===== src/sv/sdc_pkg.sv =====
package sdc_pkg;

	localparam int DATA_WIDTH = 32;
	localparam int STATUS_W   = 2;

	// datapath selected by the divisor
	localparam logic [1:0] PATH_IDENT = 2'd0;
	localparam logic [1:0] PATH_NEG   = 2'd1;
	localparam logic [1:0] PATH_POW2  = 2'd2;
	localparam logic [1:0] PATH_MAGIC = 2'd3;

	// result status
	localparam logic [STATUS_W-1:0] STAT_OK      = 2'd0;
	localparam logic [STATUS_W-1:0] STAT_DIVZERO = 2'd1;
	localparam logic [STATUS_W-1:0] STAT_OVF     = 2'd2;

	typedef struct packed {
		logic       busy;  // constants being derived
		logic [1:0] path;
		logic       neg;   // divisor negative
		logic       zero;  // divisor zero
	} sdc_ctrl_t;

endpackage


===== src/sv/sdc_setup.sv =====
// Derives path, magic multiplier and shift from a divisor write.
// Sequencer: scan for log2, restoring division of 2^(W-1+l) by |d|,
// increment, then strip trailing zeros.
module sdc_setup #(
	parameter int WIDTH = sdc_pkg::DATA_WIDTH,
	localparam int LW = $clog2(WIDTH + 1),
	localparam int CW = $clog2(2 * WIDTH)
) (
	input  logic               clk,
	input  logic               arst_n,
	input  logic               divisor_we,
	input  logic [WIDTH-1:0]   divisor,
	output sdc_pkg::sdc_ctrl_t ctrl,
	output logic [WIDTH-1:0]   magic,
	output logic [LW-1:0]      shift
);

	localparam logic [2:0] ST_IDLE = 3'd0;
	localparam logic [2:0] ST_SCAN = 3'd1;
	localparam logic [2:0] ST_DIV  = 3'd2;
	localparam logic [2:0] ST_INC  = 3'd3;
	localparam logic [2:0] ST_RED  = 3'd4;

	logic [2:0]       state_q;
	logic [WIDTH-1:0] div_q;
	logic [WIDTH-1:0] mag_q;
	logic [WIDTH-1:0] tmp_q;
	logic [WIDTH-1:0] rem_q;
	logic [WIDTH-1:0] quo_q;
	logic [WIDTH-1:0] magic_q;
	logic [LW-1:0]    shift_q;
	logic [CW-1:0]    cnt_q;
	logic [1:0]       path_q;

	logic [WIDTH-1:0] wr_mag;
	logic             is_pow2;
	logic [WIDTH:0]   rem_sh;
	logic             rem_ge;

	assign wr_mag  = divisor[WIDTH-1] ? (~divisor + 1'b1) : divisor;
	assign is_pow2 = ((mag_q & (mag_q - 1'b1)) == '0);
	assign rem_sh  = {rem_q, 1'b0};
	assign rem_ge  = (rem_sh >= {1'b0, mag_q});

	always_ff @(posedge clk or negedge arst_n) begin
		if (!arst_n) begin
			state_q <= ST_IDLE;
			div_q   <= WIDTH'(1);
			path_q  <= sdc_pkg::PATH_IDENT;
			magic_q <= '0;
			shift_q <= '0;
		end else if (divisor_we) begin
			// a new divisor restarts the derivation from any state
			div_q   <= divisor;
			mag_q   <= wr_mag;
			tmp_q   <= wr_mag;
			magic_q <= '0;
			shift_q <= '0;
			path_q  <= sdc_pkg::PATH_IDENT;
			state_q <= ST_SCAN;
		end else begin
			case (state_q)
				ST_IDLE: ;
				ST_SCAN: begin
					if (|tmp_q[WIDTH-1:1]) begin
						tmp_q   <= tmp_q >> 1;
						shift_q <= shift_q + 1'b1;
					end else if (mag_q[WIDTH-1:1] == '0) begin
						// zero, one or minus one
						path_q  <= (mag_q[0] && div_q[WIDTH-1]) ? sdc_pkg::PATH_NEG
						                                        : sdc_pkg::PATH_IDENT;
						state_q <= ST_IDLE;
					end else if (is_pow2) begin
						path_q  <= sdc_pkg::PATH_POW2;
						state_q <= ST_IDLE;
					end else begin
						// l = log2 + 1; leading dividend bit preloaded into rem
						shift_q <= shift_q + 1'b1;
						rem_q   <= WIDTH'(1);
						quo_q   <= '0;
						cnt_q   <= CW'(WIDTH) + CW'(shift_q);
						state_q <= ST_DIV;
					end
				end
				ST_DIV: begin
					rem_q   <= rem_ge ? WIDTH'(rem_sh - {1'b0, mag_q}) : rem_sh[WIDTH-1:0];
					quo_q   <= {quo_q[WIDTH-2:0], rem_ge};
					cnt_q   <= cnt_q - 1'b1;
					if (cnt_q == CW'(1)) begin
						state_q <= ST_INC;
					end
				end
				ST_INC: begin
					magic_q <= quo_q + 1'b1;
					state_q <= ST_RED;
				end
				ST_RED: begin
					if (!magic_q[0] && (shift_q > LW'(1))) begin
						magic_q <= magic_q >> 1;
						shift_q <= shift_q - 1'b1;
					end else begin
						path_q  <= sdc_pkg::PATH_MAGIC;
						state_q <= ST_IDLE;
					end
				end
				default: begin
					state_q <= ST_IDLE;
				end
			endcase
		end
	end

	assign ctrl.busy = (state_q != ST_IDLE);
	assign ctrl.path = path_q;
	assign ctrl.neg  = div_q[WIDTH-1];
	assign ctrl.zero = (div_q == '0);
	assign magic     = magic_q;
	assign shift     = shift_q;

endmodule


===== src/sv/signed_divide_by_constant.sv =====
// Signed divide by a programmed constant, truncating toward zero. Write the divisor
// through divisor_we/divisor while no item is in flight; the block then derives its
// constants and holds s_tready low from the write cycle until they are ready
// (a log2 scan of |divisor|, a one-bit-per-cycle division of 2^(WIDTH-1+l)
// by |divisor|, and a trailing-zero strip; divisors 0, 1, -1 and powers of two finish
// after the scan). A later write restarts the derivation at once.
// After that one dividend is taken per cycle while m_tready does not hold the pipeline;
// each quotient passes the input register, one signed WIDTH x WIDTH multiplier stage, and
// the result register, so the multiplier sets the clock. Divisor 1 passes the value
// through, -1 negates it, a power-of-two magnitude uses bias and arithmetic shift,
// any other value a magic multiply-high, shift and sign fix. m_tuser carries status:
// 0 ok, 1 divisor zero (quotient 0), 2 overflow on MIN / -1 (quotient wraps to MIN).
// The three stages fill independently, so items keep coming in while a result waits, until stages 1 and 2 are full.
module signed_divide_by_constant #(
	parameter int WIDTH = sdc_pkg::DATA_WIDTH,
	localparam int TDW = ((WIDTH + 7) / 8) * 8
) (
	input  logic                         clk,
	input  logic                         arst_n,
	// input stream
	input  logic                         s_tvalid,
	output logic                         s_tready,
	input  logic [TDW-1:0]               s_tdata,   // [WIDTH-1:0] dividend, rest zero
	// result stream
	output logic                         m_tvalid,
	input  logic                         m_tready,
	output logic [TDW-1:0]               m_tdata,   // [WIDTH-1:0] quotient, rest zero
	output logic [sdc_pkg::STATUS_W-1:0] m_tuser,   // [1:0] status
	// divisor register
	input  logic                         divisor_we,
	input  logic [WIDTH-1:0]             divisor
);

	localparam int LW = $clog2(WIDTH + 1);
	localparam logic [WIDTH-1:0] MIN_VAL = {1'b1, {(WIDTH-1){1'b0}}};

	sdc_pkg::sdc_ctrl_t ctrl;
	logic [WIDTH-1:0]   magic;
	logic [LW-1:0]      shift;

	sdc_setup #(.WIDTH(WIDTH)) u_setup (
		.clk        (clk),
		.arst_n     (arst_n),
		.divisor_we (divisor_we),
		.divisor    (divisor),
		.ctrl       (ctrl),
		.magic      (magic),
		.shift      (shift)
	);

	// stage advance: a stage moves when it is empty or its successor moves
	logic en_s1, en_s2, en_s3;
	logic v_s1, v_s2, v_s3;

	assign en_s3    = !v_s3 || m_tready;
	assign en_s2    = !v_s2 || en_s3;
	assign en_s1    = !v_s1 || en_s2;
	assign s_tready = en_s1 && !ctrl.busy && !divisor_we;

	// stage 1: dividend
	logic [WIDTH-1:0] n_s1;
	logic [WIDTH-1:0] bias_s1;

	// negative dividends get 2^l - 1 added before the shift so it rounds toward zero
	assign bias_s1 = n_s1[WIDTH-1] ? ~({WIDTH{1'b1}} << shift) : '0;

	// stage 2: product and biased dividend
	logic [WIDTH-1:0]          n_s2;
	logic signed [2*WIDTH-1:0] prod_s2;
	logic [WIDTH-1:0]          sum_s2;

	// stage 3 logic
	logic [WIDTH-1:0]             hw;
	logic [WIDTH-1:0]             qd;
	logic [WIDTH-1:0]             sgn;
	logic [WIDTH-1:0]             q_magic;
	logic [WIDTH-1:0]             qs;
	logic [WIDTH-1:0]             q_pow2;
	logic [WIDTH-1:0]             q_nxt;
	logic [sdc_pkg::STATUS_W-1:0] st_nxt;

	// multiplier is stored as an unsigned WIDTH-bit value; when its top bit is set the
	// signed multiply saw m - 2^WIDTH, so add the dividend back in
	assign hw      = prod_s2[2*WIDTH-1:WIDTH] + (magic[WIDTH-1] ? n_s2 : '0);
	assign qd      = $signed(hw) >>> (shift - LW'(1));
	assign sgn     = {WIDTH{n_s2[WIDTH-1]}};
	assign q_magic = ctrl.neg ? (sgn - qd) : (qd - sgn);
	assign qs      = $signed(sum_s2) >>> shift;
	assign q_pow2  = ctrl.neg ? ('0 - qs) : qs;

	always_comb begin
		st_nxt = sdc_pkg::STAT_OK;
		case (ctrl.path)
			sdc_pkg::PATH_IDENT: q_nxt = n_s2;
			sdc_pkg::PATH_NEG: begin
				q_nxt = '0 - n_s2;
				if (n_s2 == MIN_VAL) begin
					st_nxt = sdc_pkg::STAT_OVF;
				end
			end
			sdc_pkg::PATH_POW2:  q_nxt = q_pow2;
			sdc_pkg::PATH_MAGIC: q_nxt = q_magic;
			default:             q_nxt = n_s2;
		endcase
		if (ctrl.zero) begin
			q_nxt  = '0;
			st_nxt = sdc_pkg::STAT_DIVZERO;
		end
	end

	// stage 3: result register
	logic [WIDTH-1:0]             quotient_s3;
	logic [sdc_pkg::STATUS_W-1:0] status_s3;

	always_ff @(posedge clk or negedge arst_n) begin
		if (!arst_n) begin
			v_s1 <= 1'b0;
			v_s2 <= 1'b0;
			v_s3 <= 1'b0;
		end else begin
			if (en_s1) begin
				v_s1 <= s_tvalid && s_tready;
			end
			if (en_s2) begin
				v_s2 <= v_s1;
			end
			if (en_s3) begin
				v_s3 <= v_s2;
			end
		end
	end

	always_ff @(posedge clk) begin
		if (en_s1 && s_tvalid && s_tready) begin
			n_s1 <= s_tdata[WIDTH-1:0];
		end
		if (en_s2) begin
			n_s2    <= n_s1;
			prod_s2 <= $signed(n_s1) * $signed(magic);
			sum_s2  <= n_s1 + bias_s1;
		end
		if (en_s3) begin
			quotient_s3 <= q_nxt;
			status_s3   <= st_nxt;
		end
	end

	assign m_tvalid = v_s3;
	assign m_tdata  = TDW'(quotient_s3);
	assign m_tuser  = status_s3;

endmodule


===== config.mk =====
export PLATFORM = sky130hd
export DESIGN_NAME = signed_divide_by_constant
export DESIGN_NICKNAME = d
export VERILOG_FILES = /design/src/sv/sdc_pkg.sv /design/src/sv/sdc_setup.sv /design/src/sv/signed_divide_by_constant.sv
export SDC_FILE = /design/constraint.sdc
export NUM_CORES = 2
export LEC_CHECK = 0
export ABC_AREA = 1
export ABC_CLOCK_PERIOD_IN_PS = 7100
export BUFFER_PORTS_ARGS = -buffer_cell sky130_fd_sc_hd__buf_4
export CORE_ASPECT_RATIO = 1.5
export CORE_MARGIN = 5
export CORE_UTILIZATION = 31
export CTS_CLUSTER_DIAMETER = 80
export CTS_CLUSTER_SIZE = 30
export DETAILED_ROUTE_END_ITERATION = 6
export PLACE_DENSITY = 0.45
export SLEW_MARGIN = 20
export SYNTH_ARGS = -nofsm -noshare
export SYNTH_HDL_FRONTEND = slang
export SYNTH_HIERARCHICAL = 1
export SYNTH_SLANG_ARGS = --single-unit

===== constraint.sdc =====
create_clock -name clk -period 7.1 [get_ports clk]
set_input_delay 1.065 -clock clk [delete_from_list [all_inputs] [get_ports clk]]
set_output_delay 1.065 -clock clk [all_outputs]
set_load 0.05 [all_outputs]

; Word-level counts from Yosys, hierarchy flattened
; Cells that the tools add are included.
[classes]
addsub = 14
mul = 1
order_cmp = 2
eq_ne = 20
n_shift = 3
mux = 47
bitwise = 5
reduce_logical = 36
[ops]
columns = cell, n
row1 = 2-to-1 mux 32 bit, 17
row2 = one-hot mux 32 bit (2 select lines), 3
row3 = one-hot mux 32 bit (4 select lines), 1
row4 = subtractor 32 bit, 3
row5 = "adder 32 x 1 -> 32 bit, second input constant", 2
row6 = adder 32 bit, 2
row7 = logical NOT 32 bit, 2
row8 = multiplier 32 x 32 -> 64 bit, 1
row9 = NOT 32 bit, 2
row10 = >>> shifter 32 x 6 -> 32 bit, 2
row11 = "subtractor 1 x 32 -> 32 bit, first input constant", 2
row12 = 2-to-1 mux 6 bit, 8
row13 = greater-or-equal comparator 33 x 32 -> 1 bit, 1
row14 = AND 32 bit, 1
row15 = "== test 32 bit, second input constant", 1
row16 = "<< shifter 32 x 6 -> 32 bit, first input constant", 1
row17 = "subtractor 32 x 1 -> 32 bit, second input constant", 1
row18 = logical NOT 31 bit, 1
row19 = OR reduction 31 bit, 1
row20 = one-hot mux 6 bit (2 select lines), 2
row21 = 2-to-1 mux 3 bit, 5
row22 = one-hot mux 3 bit (5 select lines), 1
row23 = 2-to-1 mux 2 bit, 7
row24 = AND reduction 4 bit, 3
row25 = other kinds (30), 58
[totals]
register_bits = 406
input_bits = 69
out_inout_bits = 36
word_cells = 148

; Depth between registers and ports, before layout
[depth]
word_depth = 8
mapped_depth = 41
depth_no_buf = 39

; Modules after synthesis
; The synthesis kept the hierarchy.
[modules_own_cells]
columns = module, n_inst, cells_each, area_each_um2, seq_area_each_um2
row1 = signed_divide_by_constant, 1, 7626, 56409.1, 4939.7
row2 = sdc_setup, 1, 1728, 13211.4, 5871.9

; Least setup slack after synthesis
; OpenSTA, ideal clock, no wires.
[synth_timing]
path_kind = register to register
start = register n_s1[31]
end = register prod_s2[60] (data pin)
setup_time_ps = 252
t_arrival_ps = 7289
setup_slack_ps = -441
stages_incl_launch_ff = 28
path_buffers = 2
synth_period_minus_slack_ps = 7541
cell_sequence = edfxtp_1 > clkbuf_1 > buf_1 > nand2_1 > inv_1 > fa_1 > inv_1 > fa_1 > inv_1 > fa_1 > fa_1 > inv_1 > fa_1 > inv_1 > fa_1 > inv_1 > fa_1 > inv_1 > fa_1 > ha_1 > a21oi_1 > inv_1 > a31oi_1 > o21ai_0 > a221oi_1 > nand2_1 > nand2_1 > nand2_1
[synth_between]
elab_chain_cells = 1
[synth_rtl]
columns = element, line_no
row1 = from (decl), signed_divide_by_constant.sv:61  ; logic [WIDTH-1:0] n_s1;
row2 = from (signal assigned), signed_divide_by_constant.sv:135  ; n_s1 <= s_tdata[WIDTH-1:0];
row3 = multiplier 32 x 32 -> 64 bit, signed_divide_by_constant.sv:139  ; prod_s2 <= $signed(n_s1) * $signed(magic);
row4 = to (signal assigned), signed_divide_by_constant.sv:139
row5 = to (decl), signed_divide_by_constant.sv:69  ; logic signed [2*WIDTH-1:0] prod_s2;
; Every way passes these cells.
; A chain may end at the register's enable or synchronous reset.

; Worst setup path after layout
[layout_timing]
start = register u_setup.magic_q[2] (netlist: u_setup/magic[2])
end = register prod_s2[63] (data pin)
[layout_between]
elab_chain_cells = 1
[layout_rtl]
columns = element, line_no
row1 = from (decl), sdc_setup.sv:30  ; logic [WIDTH-1:0] magic_q;
row2 = from (signal assigned), sdc_setup.sv:94  ; magic_q <= quo_q + 1'b1;
row3 = from (signal assigned), sdc_setup.sv:99  ; magic_q <= magic_q >> 1;
row4 = multiplier 32 x 32 -> 64 bit, signed_divide_by_constant.sv:139
; Every way passes these cells.

==> run summary <==
Status -> complete, but fails checks
Failing checks -> negative setup slack
Max incr delay on CP -> 0.65 ns
CP Launch Type -> register
Hold slack -> 0.441 ns
Max Slew Vio Count -> 0
Post-synthesis cell area -> 0.0696 mm^2
Worst-Margin Slew -> 1.13 ns
GP Congestion -> 0.940
Seq. cell area -> 0.0108 mm^2
Setup Viol. Count Final -> 8
DR DRC count -> 0
Top cells by count, synth -> 2408 x nand2_1, 2114 x inv_1, 1086 x fa_1
Number of global-route vias before repair -> 67100
Sequential fraction of the synthesis area -> 15.5%
Max Freq -> 139 MHz
Drt wl/cell -> 21.3 um
RSZ-0062 raised after global routing -> true
Rel. slew slack -> 24.0%
Clock Skews -> 0.0509 ns
Die area -> 0.234 mm^2
Worst Path Required -> 7.52 ns
Dpl hpwl -> 231000 um
Number of vias per cell -> 4.83
Rows -> 213
Fin crit share -> 101%
Clock latency on the worst-skew pair -> 0.67 ns
Maximum number of pins on one net before global-route repair -> 84
Setup CP Type -> reg -> reg
Max cap viols -> 0
Async set or reset register ratio after synthesis -> 20.9%
Area of the multi-input gates -> 0.0513 mm^2
Global-route wire length before repair -> 414000 um
Starting Density -> 31.1%
Crit Path Max Fanout -> 8
Initial antenna violation count -> 9
Max rail drop VDD -> 0.000310 V
Fin crit period -> 7.18 ns
Synthesized area per cell -> 7.44 um^2
Area leader, netlist -> fa_1
Yosys top cell area share -> 31.2%
# clock sinks -> 373
1st-pass router iterations -> 6
Clk slew on worst S/H paths -> 0.11 ns
LEAKAGE -> 44.0 nW
Filler cell count -> 23500
Synth-to-layout area growth -> 19.6%
Layout cell share with drive strength beyond 1 -> 14.9%
Initial DRC count -> 3899
Most common cell on crit path -> fa_1
Top-count cell post-synth -> nand2_1
Mapped Nets -> 10900
Total length of routed wires -> 276000 um
Clock root buffer -> clkbuf_16
NumNets Final -> 11400
Synthesized netlist cell count -> 9354
CTS Buffer Depth -> 3
Fin cells -> 12900
Post-synth top flop -> edfxtp_1
Worst Hold Class -> in -> async
I/O Pins -> 105
Worst path arrival time -> 7.60 ns
Die width -> 397 um
CTS tree -> done
Dpl cells -> 12800
Synth unique cells -> 61
Grt ovf -> 0
GRT Util Overall -> 23.2%
CTS Buf Count -> 35
Final Hold Vio Count -> 0
Number of synthesized register bits -> 373
Chip Height -> 590 um
Post-route antenna net violation count -> 0
Synth area leaders -> fa_1 31%, nand2_1 13%, edfxtp_1 13%, inv_1 11%, ha_1 6.3%
Worst setup margin -> -0.0840 ns
Yosys warns -> 6
Pwr/cell area -> 362 mW/mm^2
Endpoint type of the worst setup path -> register
H-tree levels -> 2
Vias -> 62600
Buffers on Ports -> 104
Core footprint -> 0.224 mm^2
CP max-delay cell -> fa_2
Post-synth EDFFs -> 295
## logic make-up after synthesis
| family | after synthesis | share of synthesized area [%] |
|---|---|---|
| buffers and inverters | 2471 | 13.5 |
| AND/OR/NAND/NOR | 3927 | 23.4 |
| flip-flops | 373 | 15.5 |
| multiplexers | 3 | 0.0431 |
| adder cells (fa/ha/maj) | 1435 | 37.5 |
| AO/OA/AOI/OAI | 967 | 7.73 |
| XOR/XNOR | 178 | 2.24 |
## registers in the layout (all words and copies together), names as in the netlist, 2 cells and up
signal,count
prod_s2,32
u_setup/div_q,32
m_tuser,2
sum_s2,32
m_tdata,32
u_setup/mag_q,32
u_setup/rem_q,32
u_setup/shift,6
u_setup/magic,32
u_setup/tmp_q,31
u_setup/state_q,3
u_setup/quo_q,32
u_setup/cnt_q,6
u_setup/path_q,2
n_s2,32
n_s1,32
## layout by cell type (no fill, tap or decap), types with 23 or more instances in the layout
cell type,synthesis,layout
nand2_1,2408,2341
inv_1,2114,2030
fa_1,1086,1004
buf_4,6,677
nor2_1,646,610
nand3_1,569,567
a21oi_1,379,324
o21ai_0,349,312
ha_1,349,305
edfxtp_1,295,295
xor2_1,133,131
buf_12,0,100
inv_2,16,97
fa_2,0,82
nand2_2,29,75
dfrtp_1,77,72
nor3_1,70,62
nand4_1,57,57
buf_6,9,55
a21oi_2,6,50
nor2_2,24,44
xnor2_1,45,43
ha_4,0,41
clkbuf_16,0,41
o21ai_1,19,39
a31oi_1,46,37
nor4_1,34,30
o211ai_1,30,30
o21bai_1,30,27
o21a_1,27,27
nand3b_1,24,24
nand2_4,3,24
a21o_1,23,23
## final cells by class
type,count,share of cell area (%)
Antenna cell,3,0.00901
Clock buffer,40,1.09
Clock inverter,23,0.448
Inverter,2135,9.63
Multi-Input combinational cell,6510,61.6
Sequential cell,373,13.0
Tap cell,3010,4.52
Timing Repair Buffer,851,9.69
## power breakdown
part | switching, mW | internal, mW
clock network | 1.21 | 1.03
logic | 14.9 | 9.77
registers | 0.274 | 2.99
total | 16.3 | 13.8
## routing by layer
metal	vias up	share of wire [%]	GRT usage, %
met3	446	2.9	1.13
li1	29500	-	-
met4	2	5.7	10.1
met5	-	0.0036	0
met2	1375	53	44.1
met1	31300	39	26.8
## through the flow
stage	area, um^2	setup TNS, ns	setup WS (ns)	utilization, %	power (mW)
3_5_place_dp	78700	-7.30	-0.624	35.1	24.9
3_3_place_gp	78700	-6.80	-0.591	35.1	24.9
5_1_grt	83300	-4.77	-0.276	37.2	32.7
4_1_cts	81400	-0.776	-0.137	36.3	28.7
6_report	83300	-0.267	-0.0840	37.2	30.1
2_1_floorplan	69700	-0.0494	-0.0331	-	16.1
## worst max-delay path: cells and delay by family (launching register included)
kind | cells | cell delay [ns]
AOI/OAI and AO/OA | 5 | 0.81
DFF | 1 | 0.43
xor gates and xnor gates | 1 | 0.14
and+or+nand+nor | 3 | 0.24
adders and majority gates | 9 | 4.58
buffers and inverters | 7 | 0.73
## worst paths after layout
check                                        startpoint                            end  slack (ns)  cells past startpoint
setup / recovery           u_setup/magic[2]$_DFFE_PN0P_          prod_s2[63]$_DFFE_PP_       -0.08                     25
hold / removal                                   arst_n  u_setup/magic[19]$_DFFE_PN0P_        0.44                      1
setup reg to reg           u_setup/magic[2]$_DFFE_PN0P_          prod_s2[63]$_DFFE_PP_       -0.08                     25
hold reg to reg                        v_s2$_DFFE_PN0P_           m_tvalid$_DFFE_PN0P_        0.46                      2
max in group asynchronous                        arst_n  u_setup/magic[24]$_DFFE_PN0P_        5.42                      2
min in group clk                       v_s2$_DFFE_PN0P_           m_tvalid$_DFFE_PN0P_        0.46                      2
## timing repair
| item | in CTS | in global routing |
|---|---|---|
| pin swaps | 145 | 266 |
| gates cloned | 1 | 7 |
| buffers inserted | 46 | 57 |
| setup endpoints to repair | 28 | 39 |
| resized for setup | 230 | 389 |
| hold buffers | 0 | 0 |
(Power assumes the default switching activity.)
